==> config.mk <==
export PLATFORM = sky130hd
export DESIGN_NAME = stx_etx_tag_frame_receiver_unit
export DESIGN_NICKNAME = d
export VERILOG_FILES = /design/src/hdl/stxr_pkg.sv /design/src/hdl/stxr_front.sv /design/src/hdl/stxr_cmd_fifo.sv /design/src/hdl/stxr_back.sv /design/src/hdl/stx_etx_tag_frame_receiver_unit.sv
export SDC_FILE = /design/constraint.sdc
export NUM_CORES = 1
export LEC_CHECK = 0
export BUFFER_PORTS_ARGS = -buffer_cell sky130_fd_sc_hd__buf_4
export CORE_ASPECT_RATIO = 0.5
export CORE_UTILIZATION = 34
export DETAILED_ROUTE_END_ITERATION = 16
export PLACE_DENSITY_LB_ADDON = 0.1
export SYNTH_ARGS = -nofsm -noshare
export SYNTH_HDL_FRONTEND = slang
export SYNTH_SLANG_ARGS = --single-unit
==> constraint.sdc <==
create_clock -name i_clk -period 3.4 [get_ports i_clk]
set_input_delay 0.17 -clock i_clk [delete_from_list [all_inputs] [get_ports i_clk]]
set_output_delay 0.17 -clock i_clk [all_outputs]
set_load 0.005 [all_outputs]
==> src/hdl/stxr_pkg.sv <==
// Shared types and constants of the STX/ETX tag frame receiver.
`default_nettype none

package stxr_pkg;

    // Frame store depth default; byte_index is 6 bits, so at most 64
    localparam int MAX_FRAME_BYTES_DEF = 12;

    // Command queue between front end and back end
    localparam int CMD_FIFO_DEPTH = 4;

    localparam logic [7:0] BYTE_STX = 8'h02;
    localparam logic [7:0] BYTE_ETX = 8'h03;
    localparam logic [7:0] BYTE_NUL = 8'h00;
    localparam logic [7:0] BYTE_CR  = 8'h0D;
    localparam logic [7:0] BYTE_LF  = 8'h0A;

    typedef struct packed {
        logic       kind;
        logic [7:0] rx_byte;
    } t_in_word;

    typedef struct packed {
        logic [7:0] tag_byte;
        logic [5:0] byte_index;
        logic       last;
        logic       frame_empty;
    } t_out_word;

    typedef enum logic [1:0] {
        OP_RELEASE = 2'd0,
        OP_STX     = 2'd1,
        OP_ETX     = 2'd2,
        OP_DATA    = 2'd3
    } t_op;

    typedef struct packed {
        t_op        op;
        logic [7:0] data;
    } t_cmd;

    typedef enum logic [1:0] {
        MODE_IDLE = 2'd0,
        MODE_RECV = 2'd1,
        MODE_HELD = 2'd2
    } t_mode;

    typedef enum logic {
        EX_CMD  = 1'b0,
        EX_EMIT = 1'b1
    } t_exec_state;

endpackage

`default_nettype wire

==> src/hdl/stxr_front.sv <==
// Front end: takes input words, decodes them into commands, drops fill bytes.
`default_nettype none

module stxr_front
    import stxr_pkg::*;
(
    input  wire logic     i_clk,
    input  wire logic     i_rst_n,
    input  wire logic     i_in_valid,
    output logic          o_in_ready,
    input  wire t_in_word i_in_word,
    output logic          o_cmd_valid,
    input  wire logic     i_cmd_ready,
    output t_cmd          o_cmd
);

    logic r_valid, n_valid;
    t_cmd r_cmd, n_cmd;
    logic accept;
    logic keep;
    t_cmd dec_cmd;

    // decode
    always_comb begin
        keep         = 1'b1;
        dec_cmd.data = i_in_word.rx_byte;
        dec_cmd.op   = OP_DATA;
        if (i_in_word.kind) begin
            dec_cmd.op = OP_RELEASE;
        end else if (i_in_word.rx_byte == BYTE_STX) begin
            dec_cmd.op = OP_STX;
        end else if (i_in_word.rx_byte == BYTE_ETX) begin
            dec_cmd.op = OP_ETX;
        end else if (i_in_word.rx_byte == BYTE_NUL || i_in_word.rx_byte == BYTE_CR ||
                     i_in_word.rx_byte == BYTE_LF) begin
            keep = 1'b0;
        end
    end

    assign o_in_ready = !r_valid || i_cmd_ready;
    assign accept     = i_in_valid && o_in_ready;

    always_comb begin
        n_valid = r_valid;
        n_cmd   = r_cmd;
        if (accept) begin
            n_valid = keep;
            n_cmd   = dec_cmd;
        end else if (i_cmd_ready) begin
            n_valid = 1'b0;
        end
    end

    always_ff @(posedge i_clk) begin
        if (!i_rst_n) begin
            r_valid <= 1'b0;
        end else begin
            r_valid <= n_valid;
        end
        r_cmd <= n_cmd;
    end

    assign o_cmd_valid = r_valid;
    assign o_cmd       = r_cmd;

endmodule

`default_nettype wire

==> src/hdl/stxr_cmd_fifo.sv <==
// Short command queue between front end and back end.
`default_nettype none

module stxr_cmd_fifo
    import stxr_pkg::*;
(
    input  wire logic i_clk,
    input  wire logic i_rst_n,
    input  wire logic i_push_valid,
    output logic      o_push_ready,
    input  wire t_cmd i_push_cmd,
    output logic      o_pop_valid,
    input  wire logic i_pop_ready,
    output t_cmd      o_pop_cmd
);

    localparam int PW = $clog2(CMD_FIFO_DEPTH);
    localparam logic [PW:0] FULL_CNT = (PW + 1)'(CMD_FIFO_DEPTH);

    t_cmd           r_mem [CMD_FIFO_DEPTH];
    logic [PW-1:0]  r_wr_ptr, n_wr_ptr;
    logic [PW-1:0]  r_rd_ptr, n_rd_ptr;
    logic [PW:0]    r_cnt, n_cnt;
    logic           push, pop;

    assign o_push_ready = r_cnt != FULL_CNT;
    assign o_pop_valid  = r_cnt != '0;
    assign push         = i_push_valid && o_push_ready;
    assign pop          = o_pop_valid && i_pop_ready;
    assign o_pop_cmd    = r_mem[r_rd_ptr];

    always_comb begin
        n_wr_ptr = push ? r_wr_ptr + 1'b1 : r_wr_ptr;
        n_rd_ptr = pop  ? r_rd_ptr + 1'b1 : r_rd_ptr;
        n_cnt    = r_cnt;
        if (push && !pop) begin
            n_cnt = r_cnt + 1'b1;
        end else if (pop && !push) begin
            n_cnt = r_cnt - 1'b1;
        end
    end

    always_ff @(posedge i_clk) begin
        if (!i_rst_n) begin
            r_wr_ptr <= '0;
            r_rd_ptr <= '0;
            r_cnt    <= '0;
        end else begin
            r_wr_ptr <= n_wr_ptr;
            r_rd_ptr <= n_rd_ptr;
            r_cnt    <= n_cnt;
        end
    end

    always_ff @(posedge i_clk) begin
        if (push) begin
            r_mem[r_wr_ptr] <= i_push_cmd;
        end
    end

endmodule

`default_nettype wire

==> src/hdl/stxr_back.sv <==
// Back end: frame mode, fill count, frame store and result emission.
`default_nettype none

module stxr_back
    import stxr_pkg::*;
#(
    parameter int MAX_FRAME_BYTES = MAX_FRAME_BYTES_DEF
)(
    input  wire logic  i_clk,
    input  wire logic  i_rst_n,
    input  wire logic  i_cmd_valid,
    output logic       o_cmd_ready,
    input  wire t_cmd  i_cmd,
    output logic       o_out_valid,
    input  wire logic  i_out_ready,
    output t_out_word  o_out_word
);

    localparam int AW = (MAX_FRAME_BYTES > 1) ? $clog2(MAX_FRAME_BYTES) : 1;
    localparam int CW = $clog2(MAX_FRAME_BYTES + 1);
    localparam logic [CW-1:0] MAX_CNT = CW'(MAX_FRAME_BYTES);

    logic [7:0]    r_store [MAX_FRAME_BYTES];
    t_exec_state   r_state, n_state;
    t_mode         r_mode, n_mode;
    logic [CW-1:0] r_count, n_count;
    logic [AW-1:0] r_idx, n_idx;
    logic          r_out_valid, n_out_valid;
    t_out_word     r_out, n_out;
    t_out_word     emit_word;
    logic          store_we;
    logic          is_empty;

    // result for the current emit position
    always_comb begin
        is_empty              = r_count == '0;
        emit_word.frame_empty = is_empty;
        emit_word.tag_byte    = is_empty ? 8'h00 : r_store[r_idx];
        emit_word.byte_index  = 6'(r_idx);
        emit_word.last        = is_empty || (CW'(r_idx) + 1'b1 == r_count);
    end

    always_comb begin
        n_state     = r_state;
        n_mode      = r_mode;
        n_count     = r_count;
        n_idx       = r_idx;
        n_out_valid = r_out_valid;
        n_out       = r_out;
        o_cmd_ready = 1'b0;
        store_we    = 1'b0;
        if (r_out_valid && i_out_ready) begin
            n_out_valid = 1'b0;
        end
        unique case (r_state)
            EX_CMD: begin
                o_cmd_ready = 1'b1;
                if (i_cmd_valid) begin
                    unique case (i_cmd.op)
                        OP_RELEASE: begin
                            if (r_mode == MODE_HELD) begin
                                n_mode = MODE_IDLE;
                            end
                        end
                        OP_STX: begin
                            if (r_mode != MODE_HELD) begin
                                n_count = '0;
                                n_mode  = MODE_RECV;
                            end
                        end
                        OP_ETX: begin
                            if (r_mode == MODE_RECV) begin
                                n_mode  = MODE_HELD;
                                n_idx   = '0;
                                n_state = EX_EMIT;
                            end
                        end
                        OP_DATA: begin
                            if (r_mode == MODE_RECV) begin
                                if (r_count < MAX_CNT) begin
                                    store_we = 1'b1;
                                    n_count  = r_count + 1'b1;
                                end else begin
                                    // overlong frame is dropped
                                    n_count = '0;
                                    n_mode  = MODE_IDLE;
                                end
                            end
                        end
                        default: ;
                    endcase
                end
            end
            EX_EMIT: begin
                if (!r_out_valid || i_out_ready) begin
                    n_out_valid = 1'b1;
                    n_out       = emit_word;
                    if (emit_word.last) begin
                        n_state = EX_CMD;
                    end else begin
                        n_idx = r_idx + 1'b1;
                    end
                end
            end
            default: n_state = EX_CMD;
        endcase
    end

    always_ff @(posedge i_clk) begin
        if (!i_rst_n) begin
            r_state     <= EX_CMD;
            r_mode      <= MODE_IDLE;
            r_count     <= '0;
            r_idx       <= '0;
            r_out_valid <= 1'b0;
        end else begin
            r_state     <= n_state;
            r_mode      <= n_mode;
            r_count     <= n_count;
            r_idx       <= n_idx;
            r_out_valid <= n_out_valid;
        end
        r_out <= n_out;
    end

    always_ff @(posedge i_clk) begin
        if (store_we) begin
            r_store[r_count[AW-1:0]] <= i_cmd.data;
        end
    end

    assign o_out_valid = r_out_valid;
    assign o_out_word  = r_out;

`ifndef SYNTH
    a_count_bound: assert property (@(posedge i_clk) disable iff (!i_rst_n)
        r_count <= MAX_CNT)
        else $error("fill count beyond store depth");

    a_emit_held: assert property (@(posedge i_clk) disable iff (!i_rst_n)
        r_state == EX_EMIT |-> r_mode == MODE_HELD)
        else $error("emitting outside held mode");

    a_empty_last: assert property (@(posedge i_clk) disable iff (!i_rst_n)
        r_out_valid && r_out.frame_empty |-> r_out.last && r_out.tag_byte == 8'h00)
        else $error("empty frame result not last or tag not zero");

    a_last_ends: assert property (@(posedge i_clk) disable iff (!i_rst_n)
        r_state == EX_EMIT && n_out_valid && !r_out_valid && emit_word.last
        |=> r_state == EX_CMD)
        else $error("emission did not end after last result");
`endif

endmodule

`default_nettype wire

==> src/hdl/stx_etx_tag_frame_receiver_unit.sv <==
// Top level of the STX/ETX tag frame receiver.
//
//  channel   direction  handshake                     word
//  ------    ---------  ----------------------------  -----------------------------
//  in        sink       i_in_valid / o_in_ready        i_in_word  (kind, rx_byte)
//  out       source     o_out_valid / i_out_ready      o_out_word (tag_byte,
//                                                       byte_index, last, frame_empty)
//
// Flow: a byte or release word is decoded into a registered command, queued,
// and executed by the back end. An ETX then walks the frame store, one result
// per cycle while the output is not stalled; a frame of N bytes gives N
// results, an empty frame one; the back end takes no command until the walk is done.
// Reset: i_rst_n synchronous, active low; mode idle, count zero, queue empty.
// Stalls: the four-entry command queue lets input words keep arriving while
// results are stalled; the output register decouples the result side.
`default_nettype none

module stx_etx_tag_frame_receiver_unit
    import stxr_pkg::*;
#(
    parameter int MAX_FRAME_BYTES = MAX_FRAME_BYTES_DEF
)(
    input  wire logic      i_clk,
    input  wire logic      i_rst_n,
    input  wire logic      i_in_valid,
    output logic           o_in_ready,
    input  wire t_in_word  i_in_word,
    output logic           o_out_valid,
    input  wire logic      i_out_ready,
    output t_out_word      o_out_word
);

    // front end -> queue
    logic f_cmd_valid;
    logic f_cmd_ready;
    t_cmd f_cmd;

    // queue -> back end
    logic q_cmd_valid;
    logic q_cmd_ready;
    t_cmd q_cmd;

    // decode and drop of NUL, CR and LF bytes
    stxr_front u_front (
        .i_clk       (i_clk),
        .i_rst_n     (i_rst_n),
        .i_in_valid  (i_in_valid),
        .o_in_ready  (o_in_ready),
        .i_in_word   (i_in_word),
        .o_cmd_valid (f_cmd_valid),
        .i_cmd_ready (f_cmd_ready),
        .o_cmd       (f_cmd)
    );

    // command queue
    stxr_cmd_fifo u_fifo (
        .i_clk        (i_clk),
        .i_rst_n      (i_rst_n),
        .i_push_valid (f_cmd_valid),
        .o_push_ready (f_cmd_ready),
        .i_push_cmd   (f_cmd),
        .o_pop_valid  (q_cmd_valid),
        .i_pop_ready  (q_cmd_ready),
        .o_pop_cmd    (q_cmd)
    );

    // frame state, store and result walk
    stxr_back #(
        .MAX_FRAME_BYTES (MAX_FRAME_BYTES)
    ) u_back (
        .i_clk       (i_clk),
        .i_rst_n     (i_rst_n),
        .i_cmd_valid (q_cmd_valid),
        .o_cmd_ready (q_cmd_ready),
        .i_cmd       (q_cmd),
        .o_out_valid (o_out_valid),
        .i_out_ready (i_out_ready),
        .o_out_word  (o_out_word)
    );

endmodule

`default_nettype wire

# [After elaboration in Yosys (flattened, before gate mapping)]
# Memories as Yosys holds them, arrays and structs flattened. A register that Yosys moved wholly into a read port is not among the register bits.
# Index checks and enable logic that the tools add are counted.
[classes] add_sub_neg=6 n_lt_le_gt_ge=1 n_eq_ne=22 mux=47 n_bitwise=1 reduce_logical=27
[op_table] operator="2-to-1 mux 4 bit" n=8
[op_table] operator="2-to-1 mux 1 bit" n=26
[op_table] operator="equality test 8 x 2 -> 1 bit (second input constant)" n=2
[op_table] operator="equality test 8 x 4 -> 1 bit (second input constant)" n=2
[op_table] operator="one-hot mux 4 bit (2 select lines)" n=2
[op_table] operator="2-to-1 mux 2 bit" n=7
[op_table] operator="!= test 2 bit (second input constant)" n=6
[op_table] operator="!= test 2 x 1 -> 1 bit (second input constant)" n=5
[op_table] operator="AND reduction 5 bit" n=2
[op_table] operator="adder 4 x 1 -> 4 bit (second input constant)" n=2
[op_table] operator="zero test 8 bit" n=1
[op_table] operator="one-hot mux 2 bit (4 select lines)" n=1
[op_table] operator="AND reduction 7 bit" n=1
[op_table] operator="equality test 2 bit (second input constant)" n=3
[op_table] operator="logical AND 1 bit" n=6
[op_table] operator="2-to-1 mux 3 bit" n=2
[op_table] operator="nonzero test 2 bit" n=3
[op_table] operator="logical OR 1 bit" n=5
[op_table] operator="adder 2 x 1 -> 2 bit (second input constant)" n=2
[op_table] operator="equality test 2 x 1 -> 1 bit (second input constant)" n=2
[op_table] operator="equality test 4 bit" n=1
[op_table] operator="zero test 1 bit" n=4
[op_table] operator="zero test 4 bit" n=1
[op_table] operator="less-than comparator 4 bit (second input constant)" n=1
[op_table] operator="other kinds (9)" n=9
[word_totals] register_bits=36 ramBits=136 input_bits=13 output_inout_bits=18 wordCells=121 n_memories=2
[mem_list] name="u_back.r_store" depth=12 width=8 rd=1 rd_ports_with_merged_regs=1 wr=1 line_no="stxr_back.sv:23" source="logic [7:0] r_store [MAX_FRAME_BYTES];"
[mem_list] name="u_fifo.r_mem" depth=4 width=10 rd=1 rd_ports_with_merged_regs=1 wr=1 line_no="stxr_cmd_fifo.sv:20" source="t_cmd r_mem [CMD_FIFO_DEPTH];"

# [Logic depth before layout (Yosys ltp)]
# Gate-level depths: netlist of the first run.
[logic_depth] ltp_word=8 depth_mapped=9 mapped_depth_nobuf=9

# [Cells and area by module]
# From an unflattened synthesis of the first run, not the netlist that was laid out.
[hier_totals] hier_cells=410 hier_area_um2=7365.8
[modules_own_cells] module="stxr_back" instances=1 cells_per_inst=284 area_each_um2=5007.3 seq_area_each_um2=3543.4
[modules_own_cells] module="stxr_cmd_fifo" instances=1 cells_per_inst=100 area_each_um2=1945.6 seq_area_each_um2=1381.3
[modules_own_cells] module="stxr_front" instances=1 cells_per_inst=26 area_each_um2=412.9 seq_area_each_um2=320.3

# [Least setup slack after synthesis of the first run]
# OpenSTA, ideal clock, no wires.
[synth_timing] kind="register to register" startpoint="register with a tool-made name" endpoint="memory u_back.r_store[3][0], enable pin" setup_time_ns=0.395 arrival_ns=2.031 slack_ns=0.974 stages_incl_launch_ff=6 n_path_buf=1 path_cell_list="dfxtp_1 -> buf_6 -> mux4_1 -> and2_2 -> nand3_1 -> nor4_1"
[synth_rtl] element="end, declared" line_no="stxr_back.sv:23"

==> results.py, run 1 <==
metrics = {
    "clock_tree": {
        "numCtsBuffers": 17,
        "cts-htree-levels": 4,
        "clock_sinks": 182,
        "cts_tree": "built",
        "cts-root-buf": "clkbuf_16",
        "clk_path_buf_depth": 2,
        "cts_setup_buffers": 0,
        "clock_latency_ns": 0.42,
        "clk_transition_reported_paths_ns": 0.07,
    },
    "synth": {
        "synth-edff-count": 160,
        "synth_largest_area_cell": "edfxtp_1",
        "ys_seq_area_frac": 0.7202,
        "async_flop_share": 0,
        "synth.distinct_cells": 54,
        "avgSynthCellArea_sq_um": 17.94,
        "synth_common_cells": "edfxtp_1 (160), mux4_2 (25), dfxtp_1 (22)",
        "yosysMostFrequentCell": "edfxtp_1",
        "synth_cells": 406,
        "yosys_warnings": 0,
        "yosys.area.top_type_share": 0.6597,
        "synth_area_leaders": "edfxtp_1 (66%), mux4_2 (7.7%), dfxtp_1 (6.0%), mux4_1 (3.2%), and2_1 (1.7%)",
        "yosys_most_used_dff": "edfxtp_1",
        "synth_seq_cells": 182,
        "netlist_area_sq_um": 7283,
    },
    "routing": {
        "routed.top_layer": "met4",
        "wl_met2_um": 6453,
        "dr_total_vias": 3602,
        "antenna_left": 0,
        "drt_iter0_drc": 226,
        "drc": 0,
        "wl_um": 13830,
        "viasPerCell": 4.868,
        "drt-pass1-iter-count": 4,
        "dr_wl_met3_um": 547,
        "wirelength_met1_um": 6714,
        "wl_per_cell_um": 18.68,
    },
    "sta": {
        "slew_headroom": 0.6043,
        "tns_ns": 0,
        "hold_viol": 0,
        "rsz0062_at_grt": "no",
        "min_period_over_period": 0.7535,
        "worst_pin_slew_ns": 0.5936,
        "layout_min_cycle_time_ns": 2.562,
        "fmax_ghz": 0.3904,
        "worst_slack_ns": 0.8382,
        "slew_viol_final": 0,
        "setup_viol": 0,
        "fin_worst_skew_ns": 0.01061,
    },
    "critical_path": {
        "crit_path_start_kind": "register",
        "end_kind": "register",
        "path_class": "reg -> reg",
        "cp.arrival_ns": 2.64,
        "worstReg2RegEnd": "u_back.r_store[9][4]",
        "rr_worst_depth": 5,
        "path_max_fanout": 10,
        "rrSetupSlack_ns": 0.84,
        "worstPathRequired_ns": 3.47,
    },
    "place": {
        "gp_congestion": 0.7262,
        "portBuffers": 28,
        "place_area_sq_um": 7818,
        "dp_hpwl_um": 9123,
        "place_ws_ns": 0.7782,
    },
    "power": {
        "vdd_drop_max_mv": 0.3348,
        "power.density_nw_per_um2": 641.2,
        "p_leak_nw": 2.741,
    },
    "floorplanning": {
        "io_pins": 31,
        "placementRows": 37,
        "initial_core_util": 0.3504,
        "die_h_um": 105.5,
        "die-area_sq_um": 22050,
        "die_x_um": 209.0,
        "fp.coreArea_sq_um": 20790,
    },
    "grt": {
        "grt_pass1_wl_um": 22020,
        "grt_remaining_overflow": 0,
        "first_global_vias": 3741,
        "track_usage": 0.1382,
        "antenna_found_initial": 0,
        "grt_max_degree": 27,
    },
    "cells_and_area": {
        "stdcell_area_sq_um": 8473,
        "drive_gt1_frac": 0.2141,
        "diodes": 0,
        "nNetsFinal": 478,
        "area_delta_synth_final_pct": 16.34,
    },
    "worst_hold_path": {
        "min_delay_worst_endpoint": "u_front.o_cmd[8]",
        "holdCritPathClass": "in -> reg",
        "hold_path_depth": 2,
        "min_from": "i_in_word[8]",
    },
    "run": {
        "drv_cap": 0,
    },
    "run_status": {
        "status": "completed",
    },
}
-- flip-flops by register name, summed over array words and instances, names as in the netlist, named ones only --
signal               count
u_back.r_state           1
u_back.r_idx             4
u_back.o_out_word       14
u_back.o_out_valid       1
u_back.r_mode            2
u_back.r_store          96
u_front.o_cmd           10
u_front.o_cmd_valid      1
u_fifo.r_cnt             3
u_fifo.r_wr_ptr          2
u_fifo.r_rd_ptr          2
u_back.r_count           4
u_fifo.r_mem            40
-- per-stage QoR --
step,power (mW),util,instances,hold WS (ns)
2_1_floorplan,3.301,-,407,0.2689
3_3_place_gp,3.566,0.3761,700,0.3584
3_5_place_dp,3.574,0.3761,700,0.3566
4_1_cts,5.499,0.4076,740,0.02229
5_1_grt,5.678,0.4076,740,0.02082
6_report,5.433,0.4076,740,0.03808
-- power breakdown --
part	switching [mW]	internal (mW)	total (mW)
Combinational	0.455	0.280	0.735
Sequential	0.0834	2.69	2.77
Clock	0.863	1.06	1.92
Total	1.40	4.03	5.43
-- layout by cell type, fill, tap and decap left out, types with 3 or more instances in the layout --
cell,netlist,layout
a21boi_0,4,4
mux4_2,25,25
buf_4,5,38
clkinvlp_4,0,3
nand2_1,12,12
edfxtp_1,160,160
inv_6,0,4
mux2i_1,10,10
nor3b_1,3,3
xnor2_1,9,9
dlygate4sd3_1,0,8
nor2b_1,8,8
ha_1,10,10
inv_1,12,12
mux4_1,9,9
clkinv_4,0,3
xor2_1,3,3
nor3_1,4,4
nor2_1,21,21
o21ai_0,7,7
a21oi_1,11,11
clkbuf_16,0,17
dfxtp_1,22,21
and2_1,20,20
nand3_1,4,4
-- logic make-up (layout without fill, tap and decap cells) --
family / count (synthesis) / in the layout / share of synthesized area
multiplexers: 44 / 44 / 0.1235
other: 1 / 2 / 0.0005149
AO/OA/AOI/OAI: 38 / 38 / 0.03402
flip-flops: 182 / 182 / 0.7202
adder cells (fa/ha/maj): 12 / 12 / 0.02147
AND/OR/NAND/NOR: 87 / 87 / 0.06631
buffers and inverters: 30 / 90 / 0.01958
XOR/XNOR: 12 / 12 / 0.01443
-- worst max path at each step --
stage / from / end / slack [ns] / cells after the start
5_1_grt: register / u_back.r_store[11][4] / 0.48 / 5
6_report: register / u_back.r_store[9][4] / 0.84 / 5
4_1_cts: register / u_back.r_store[11][4] / 0.76 / 5
2_1_floorplan: register / u_back.r_store[3][0] / 0.97 / 5
3_5_place_dp: register / u_back.r_store[11][6] / 0.78 / 5
3_3_place_gp: register / u_back.r_store[9][6] / 0.82 / 5
-- timing repair --
| item | CTS | global route |
|---|---|---|
| endpoints found under the setup margin | 0 | 0 |
| gates resized for setup | 0 | 0 |
| hold buffers | 8 | 0 |
| endpoints found under the hold margin | 8 | 0 |
-- critical path, stage by stage, from the launching register on --
cell and delay (ns):
dfxtp_1 0.58, mux4_2 0.38, and2_2 0.18, nand3_1 0.22
nor3b_1 0.40, and2_1 0.45
-- final cells by class --
| class | instances | area (sq um) |
|---|---|---|
| Clock buffer | 20 | 456.7 |
| Clock inverter | 12 | 118.9 |
| Fill cell | 1860 | 12310 |
| Inverter | 12 | 45.04 |
| Multi-Input combinational cell | 195 | 1899 |
| Sequential cell | 182 | 5246 |
| Tap cell | 273 | 341.6 |
| Timing Repair Buffer | 46 | 365.4 |
-- layer usage --
metal / GRT usage / vias to the layer above
met2: 0.2131 / 60
met5: 0 / -
li1: - / 1672
met3: 0.03427 / 11
met1: 0.1920 / 1859
met4: 0.04412 / 0
No activity file was read; power rests on OpenSTA's default activity.
==> run 2: changes to the inputs <==
--- a/config.mk
+++ b/config.mk
@@ -5,6 +5,7 @@
 export SDC_FILE = /design/constraint.sdc
 export NUM_CORES = 1
 export LEC_CHECK = 0
+export ABC_AREA = 1
 export BUFFER_PORTS_ARGS = -buffer_cell sky130_fd_sc_hd__buf_4
 export CORE_ASPECT_RATIO = 0.5
 export CORE_UTILIZATION = 34
==> constraint.sdc (replaced) <==
create_clock -name i_clk -period 2.3 [get_ports i_clk]
set_input_delay 0.115 -clock i_clk [delete_from_list [all_inputs] [get_ports i_clk]]
set_output_delay 0.115 -clock i_clk [all_outputs]
set_load 0.005 [all_outputs]
==> run 2 against run 1 <==
Register-to-register slack lost 0.62 ns. First-iteration DRC count grew 83%. Sequential power increased by 53%. Critical path type unchanged.
==> results.py, run 2 <==
metrics = {
    "clock_tree": {
        "cts_tree": "built",
        "numCtsBuffers": 17,
        "clock_latency_ns": 0.42,
        "cts-htree-levels": 4,
        "clk_path_buf_depth": 2,
        "clk_transition_reported_paths_ns": 0.07,
        "cts-root-buf": "clkbuf_16",
        "clock_sinks": 182,
    },
    "floorplanning": {
        "die_x_um": 211,
        "io_pins": 31,
        "fp.coreArea_sq_um": 20970,
        "die-area_sq_um": 22470,
        "initial_core_util": 0.3541,
        "die_h_um": 106.5,
        "placementRows": 37,
    },
    "sta": {
        "slew_headroom": 0.3649,
        "min_period_over_period": 0.9052,
        "hold_viol": 0,
        "worst_pin_slew_ns": 0.9492,
        "rsz0062_at_grt": "no",
        "fmax_ghz": 0.4803,
        "tns_ns": 0,
        "layout_min_cycle_time_ns": 2.082,
        "fin_worst_skew_ns": 0.01105,
        "setup_viol": 0,
        "slew_viol_final": 0,
    },
    "routing": {
        "drc": 0,
        "wl_um": 17010,
        "dr_total_vias": 4672,
        "wl_per_cell_um": 17.24,
        "viasPerCell": 4.734,
        "antenna_left": 0,
        "drt_iter0_drc": 413,
        "drt-pass1-iter-count": 5,
    },
    "synth": {
        "yosys_most_used_dff": "edfxtp_1",
        "yosys_warnings": 0,
        "synth_area_leaders": "edfxtp_1 (65%), dfxtp_1 (5.9%), o21ai_0 (5.1%), nor2_1 (4.7%), nand2_1 (3.8%)",
        "yosysMostFrequentCell": "edfxtp_1",
        "synth_largest_area_cell": "edfxtp_1",
        "netlist_area_sq_um": 7426,
        "synth_cells": 617,
        "synth_seq_cells": 182,
        "avgSynthCellArea_sq_um": 12.04,
        "synth.distinct_cells": 36,
        "synth_common_cells": "edfxtp_1 (160), nor2_1 (92), o21ai_0 (76)",
        "synth-edff-count": 160,
        "yosys.area.top_type_share": 0.6470,
        "ys_seq_area_frac": 0.7063,
        "async_flop_share": 0,
    },
    "worst_hold_path": {
        "hold_path_depth": 4,
        "holdCritPathClass": "in -> reg",
    },
    "cells_and_area": {
        "multi_input_area_sq_um": 1884,
        "mostFrequentLayoutCells": "edfxtp_1 (160), nor2_1 (92), o21ai_0 (76)",
        "seq_area_sq_um": 5246,
        "fillers": 1990,
        "area_delta_synth_final_pct": 18.06,
        "nNetsFinal": 706,
        "diodes": 0,
        "drive_gt1_frac": 0.1770,
        "largest_reg_flops": 96,
        "layout_commonest_cell": "edfxtp_1",
        "stdcell_area_sq_um": 8767,
    },
    "place": {
        "portBuffers": 28,
        "gp_congestion": 0.8084,
        "place_area_sq_um": 8133,
        "dp_hpwl_um": 11480,
    },
    "grt": {
        "first_global_vias": 4597,
        "antenna_found_initial": 0,
        "grt_pass1_wl_um": 26670,
        "track_usage": 0.1610,
        "grt_max_degree": 36,
        "grt_remaining_overflow": 0,
    },
    "power": {
        "power.density_nw_per_um2": 1027,
        "p_leak_nw": 3.089,
        "vdd_drop_max_mv": 0.3921,
    },
    "critical_path": {
        "path_class": "reg -> reg",
        "cpLargestDelayFamily": "simple AND/OR/NAND/NOR gates",
        "crit_top_cell": "nand2_1",
        "worstPathCellList": "nand2_1 -> nand3_1 -> nand2_4 -> nor2_4 -> nand2_2 -> nor2_2 -> nand2_1 -> nor2_1 -> buf_4",
        "end_kind": "register",
        "path_buf_inv": 1,
        "cp.arrival_ns": 2.21,
        "crit_cells": 9,
        "rr_worst_depth": 9,
        "path_max_fanout": 10,
        "slowest_delay_ns": 0.51,
        "cp_slowest_cell": "dfxtp_1",
        "worstPathRequired_ns": 2.43,
        "crit_path_start_kind": "register",
    },
    "run": {
        "drv_cap": 0,
    },
    "run_status": {
        "status": "completed",
    },
}
[run 2: layout make-up]
class | instances | share of cell area
sequential | 182 | 0.5984
multi-input combinational | 366 | 0.2149
timing repair buffer | 74 | 0.06622
clock buffer | 19 | 0.04938
tap | 292 | 0.04167
inverter | 41 | 0.01784
clock inverter | 13 | 0.01156
[run 2: worst paths after layout]
path,from,end,slack [ns]
max reg2reg,register,u_back.r_store[11][4],0.22
min reg2reg,u_back.r_mode[1],u_back.r_mode[1],0.47
max,register,u_back.r_store[11][4],0.22
min,i_out_ready,u_back.o_out_valid,0.02
[run 2: timing repair]
item,4_1_cts,5_1_grt
hold endpoints to repair,15,0
setup buffers,0,0
hold buffers,10,0
resized for setup,0,0
[run 2: metrics by stage]
step / instances / hold slack [ns] / setup slack (ns) / utilization / power (mW)
detailed placement: 945 / 0.3082 / 0.2151 / 0.3878 / 6.486
finish: 987 / 0.02413 / 0.2179 / 0.4181 / 9.002
CTS: 987 / 0.008740 / 0.1984 / 0.4181 / 9.131
global placement: 945 / 0.3051 / 0.2530 / 0.3878 / 6.470
global route: 987 / 0.02982 / 0.02513 / 0.4181 / 9.474
floorplan: 618 / 0.2139 / 0.4163 / - / 5.555
[run 2: routing by layer]
layer	vias up	wire length (um)	global-route usage	part of all wire
met3	11	678	0.03604	0.040
li1	2324	-	-	-
met2	96	7538	0.2437	0.44
met4	0	129	0.03727	0.0076
met1	2241	8667	0.2339	0.51
met5	-	0	0	0
[run 2: where the power goes]
group | switching, mW | internal, mW
sequential | 0.116 | 4.12
combinational | 1.50 | 0.620
clock | 1.26 | 1.39
[run 2: cell families (layout without fill, tap and decap cells)]
kind of cell               after synthesis  after routing  share of synthesized area
and+or+nand+nor                        206            206                     0.1223
DFF                                    182            182                     0.7063
AOI/OAI and AO/OA                      146            146                     0.1097
buffers and inverters                   70            147                    0.04044
adders and majority gates               11             11                    0.01955
other                                    1              2                  0.0005050
xor gates and xnor gates                 1              1                   0.001180
[run 2: tightest hold or removal path: cells and delay by family]
| family | cells | cell delay [ns] |
|---|---|---|
| compound gates | 1 | 0.07 |
| buf+inv | 2 | 0.18 |
| simple gates | 1 | 0.04 |
==> run 3: changes to the inputs <==
--- a/config.mk
+++ b/config.mk
@@ -5,7 +5,6 @@
 export SDC_FILE = /design/constraint.sdc
 export NUM_CORES = 1
 export LEC_CHECK = 0
-export ABC_AREA = 1
 export BUFFER_PORTS_ARGS = -buffer_cell sky130_fd_sc_hd__buf_4
 export CORE_ASPECT_RATIO = 0.5
 export CORE_UTILIZATION = 34
==> run 3 against run 2 <==
First-iteration DRC count shrank 49%. Wire length shrank 18%. Cell count shrank 23%. Setup slack lost 0.051 ns. Non-clock buffer count shrank 7. Clock power grew 4%. Highest routed layer unchanged.
==> results.py, run 3 (synthesis gave the netlist of run 1 again) <==
metrics = {
    "floorplanning": {
        "die_h_um": 105.5,
        "die-area_sq_um": 22050,
        "die_x_um": 209.0,
        "fp.coreArea_sq_um": 20790,
        "initial_core_util": 0.3504,
        "io_pins": 31,
        "placementRows": 37,
    },
    "cells_and_area": {
        "drive_gt1_frac": 0.2643,
        "diodes": 0,
        "seq_area_sq_um": 5246,
        "nNetsFinal": 499,
        "fillers": 1831,
        "mostFrequentLayoutCells": "edfxtp_1 (160), buf_4 (53), mux4_2 (25)",
        "largest_reg_flops": 96,
        "area_delta_synth_final_pct": 19.62,
        "fin_util": 0.4191,
        "multi_input_area_sq_um": 1931,
        "layout_commonest_cell": "edfxtp_1",
    },
    "sta": {
        "fin_worst_skew_ns": 0.008650,
        "worst_pin_slew_ns": 0.5800,
        "worst_slack_ns": 0.1667,
        "layout_min_cycle_time_ns": 2.133,
        "fmax_ghz": 0.4688,
        "min_period_over_period": 0.9275,
        "rsz0062_at_grt": "no",
        "slew_headroom": 0.6104,
        "hold_viol": 0,
        "slew_viol_final": 0,
        "tns_ns": 0,
        "setup_viol": 0,
    },
    "routing": {
        "wirelength_met1_um": 6465,
        "drc": 0,
        "drt_iter0_drc": 212,
        "wl_per_cell_um": 18.30,
        "antenna_left": 0,
        "dr_wl_met3_um": 594,
        "routed.top_layer": "met4",
        "drt-pass1-iter-count": 4,
        "wl_met2_um": 6745,
        "viasPerCell": 4.798,
        "wl_um": 13930,
        "dr_total_vias": 3651,
    },
    "critical_path": {
        "crit_path_start_kind": "register",
        "cp_slowest_cell": "mux4_2",
        "worstPathCellList": "mux4_2 -> buf_4 -> maj3_2 -> nor3b_4 -> o311ai_1 -> o211a_1",
        "path_buf_inv": 1,
        "rrSetupSlack_ns": 0.17,
        "cpLargestDelayFamily": "multiplexers",
        "cp.arrival_ns": 2.44,
        "path_max_fanout": 6,
        "slowest_delay_ns": 0.52,
        "path_class": "reg -> reg",
        "worstPathRequired_ns": 2.61,
        "end_kind": "register",
    },
    "clock_tree": {
        "cts-root-buf": "clkbuf_16",
        "cts_setup_buffers": 0,
        "clock_sinks": 182,
        "numCtsBuffers": 17,
        "clock_latency_ns": 0.42,
        "clk_path_buf_depth": 2,
        "cts-htree-levels": 4,
        "cts_tree": "built",
        "clk_transition_reported_paths_ns": 0.07,
    },
    "grt": {
        "track_usage": 0.1366,
        "grt_pass1_wl_um": 21980,
        "grt_remaining_overflow": 0,
        "first_global_vias": 3866,
        "antenna_found_initial": 0,
        "grt_max_degree": 26,
    },
    "power": {
        "pwr-share-comb": 0.155,
        "internal_power_mw": 5.919,
        "p_leak_nw": 2.861,
        "power.density_nw_per_um2": 924.1,
        "seqPwrFrac": 0.504,
        "switching_share": 0.2647,
        "clkPwrFrac": 0.341,
        "power.switching_mw": 2.131,
        "vdd_drop_max_mv": 0.4905,
    },
    "place": {
        "place_ws_ns": 0.06146,
        "gp_congestion": 0.7716,
        "dp_hpwl_um": 9700,
        "portBuffers": 28,
    },
    "run": {
        "drv_cap": 0,
    },
    "worst_hold_path": {
        "holdCritPathClass": "in -> reg",
    },
    "run_status": {
        "status": "completed",
    },
}
run 3: power by group through the flow:
stage / clock, mW / sequential (mW) / combinational (mW)
global route: 2.96 / 4.07 / 1.39
global placement: 0 / 4.12 / 1.20
detailed placement: 0 / 4.13 / 1.25
CTS: 2.82 / 4.06 / 1.27
finish: 2.75 / 4.06 / 1.24
floorplan: 0 / 4.11 / 0.771
run 3: final timing paths:
kind / from / to / cells after the start
setup / recovery: register / u_back.r_count[2] / 6
setup reg to reg: register / u_back.r_count[2] / 6
hold / removal: i_in_valid / u_front.o_cmd_valid / 3
hold reg to reg: u_front.o_cmd[0] / u_fifo.r_mem[1][0] / 0
run 3: area by class of cell:
| type | instances | share of cell area |
|---|---|---|
| well taps | 273 | 0.03921 |
| multi-input cells | 195 | 0.2216 |
| flip-flops and latches | 182 | 0.6022 |
| inverters | 12 | 0.005170 |
| clock buffers | 17 | 0.04883 |
| clock inverters | 15 | 0.01551 |
| repair buffers | 67 | 0.06750 |
run 3: through the flow:
| stage | power, mW | hold WS (ns) | instance area [sq um] | std cells |
|---|---|---|---|---|
| 2_1_floorplan | 4.881 | 0.2139 | 7293 | 407 |
| 3_3_place_gp | 5.316 | 0.3030 | 8036 | 720 |
| 3_5_place_dp | 5.385 | 0.3043 | 8036 | 720 |
| 4_1_cts | 8.145 | 0.01844 | 8687 | 761 |
| 5_1_grt | 8.421 | 0.03407 | 8712 | 761 |
| 6_report | 8.050 | 0.03012 | 8712 | 761 |
run 3: per-layer routing:
layer,vias to the layer above,track usage
met5,-,0
met4,0,0.04202
met3,10,0.03784
met2,72,0.2238
met1,1848,0.1771
li1,1721,-
run 3: worst reg2reg max path: stages (launching register included):
cell	delay [ns]
dfxtp_1	0.39
mux4_2	0.52
buf_4	0.17
maj3_2	0.32
nor3b_4	0.30
o311ai_1	0.17
o211a_1	0.15
run 3: what timing repair did:
item | in CTS | in global routing
hold buffers | 9 | 0
endpoints found under the hold margin | 10 | 0
resized for setup | 0 | 8
endpoints found under the setup margin | 0 | 49
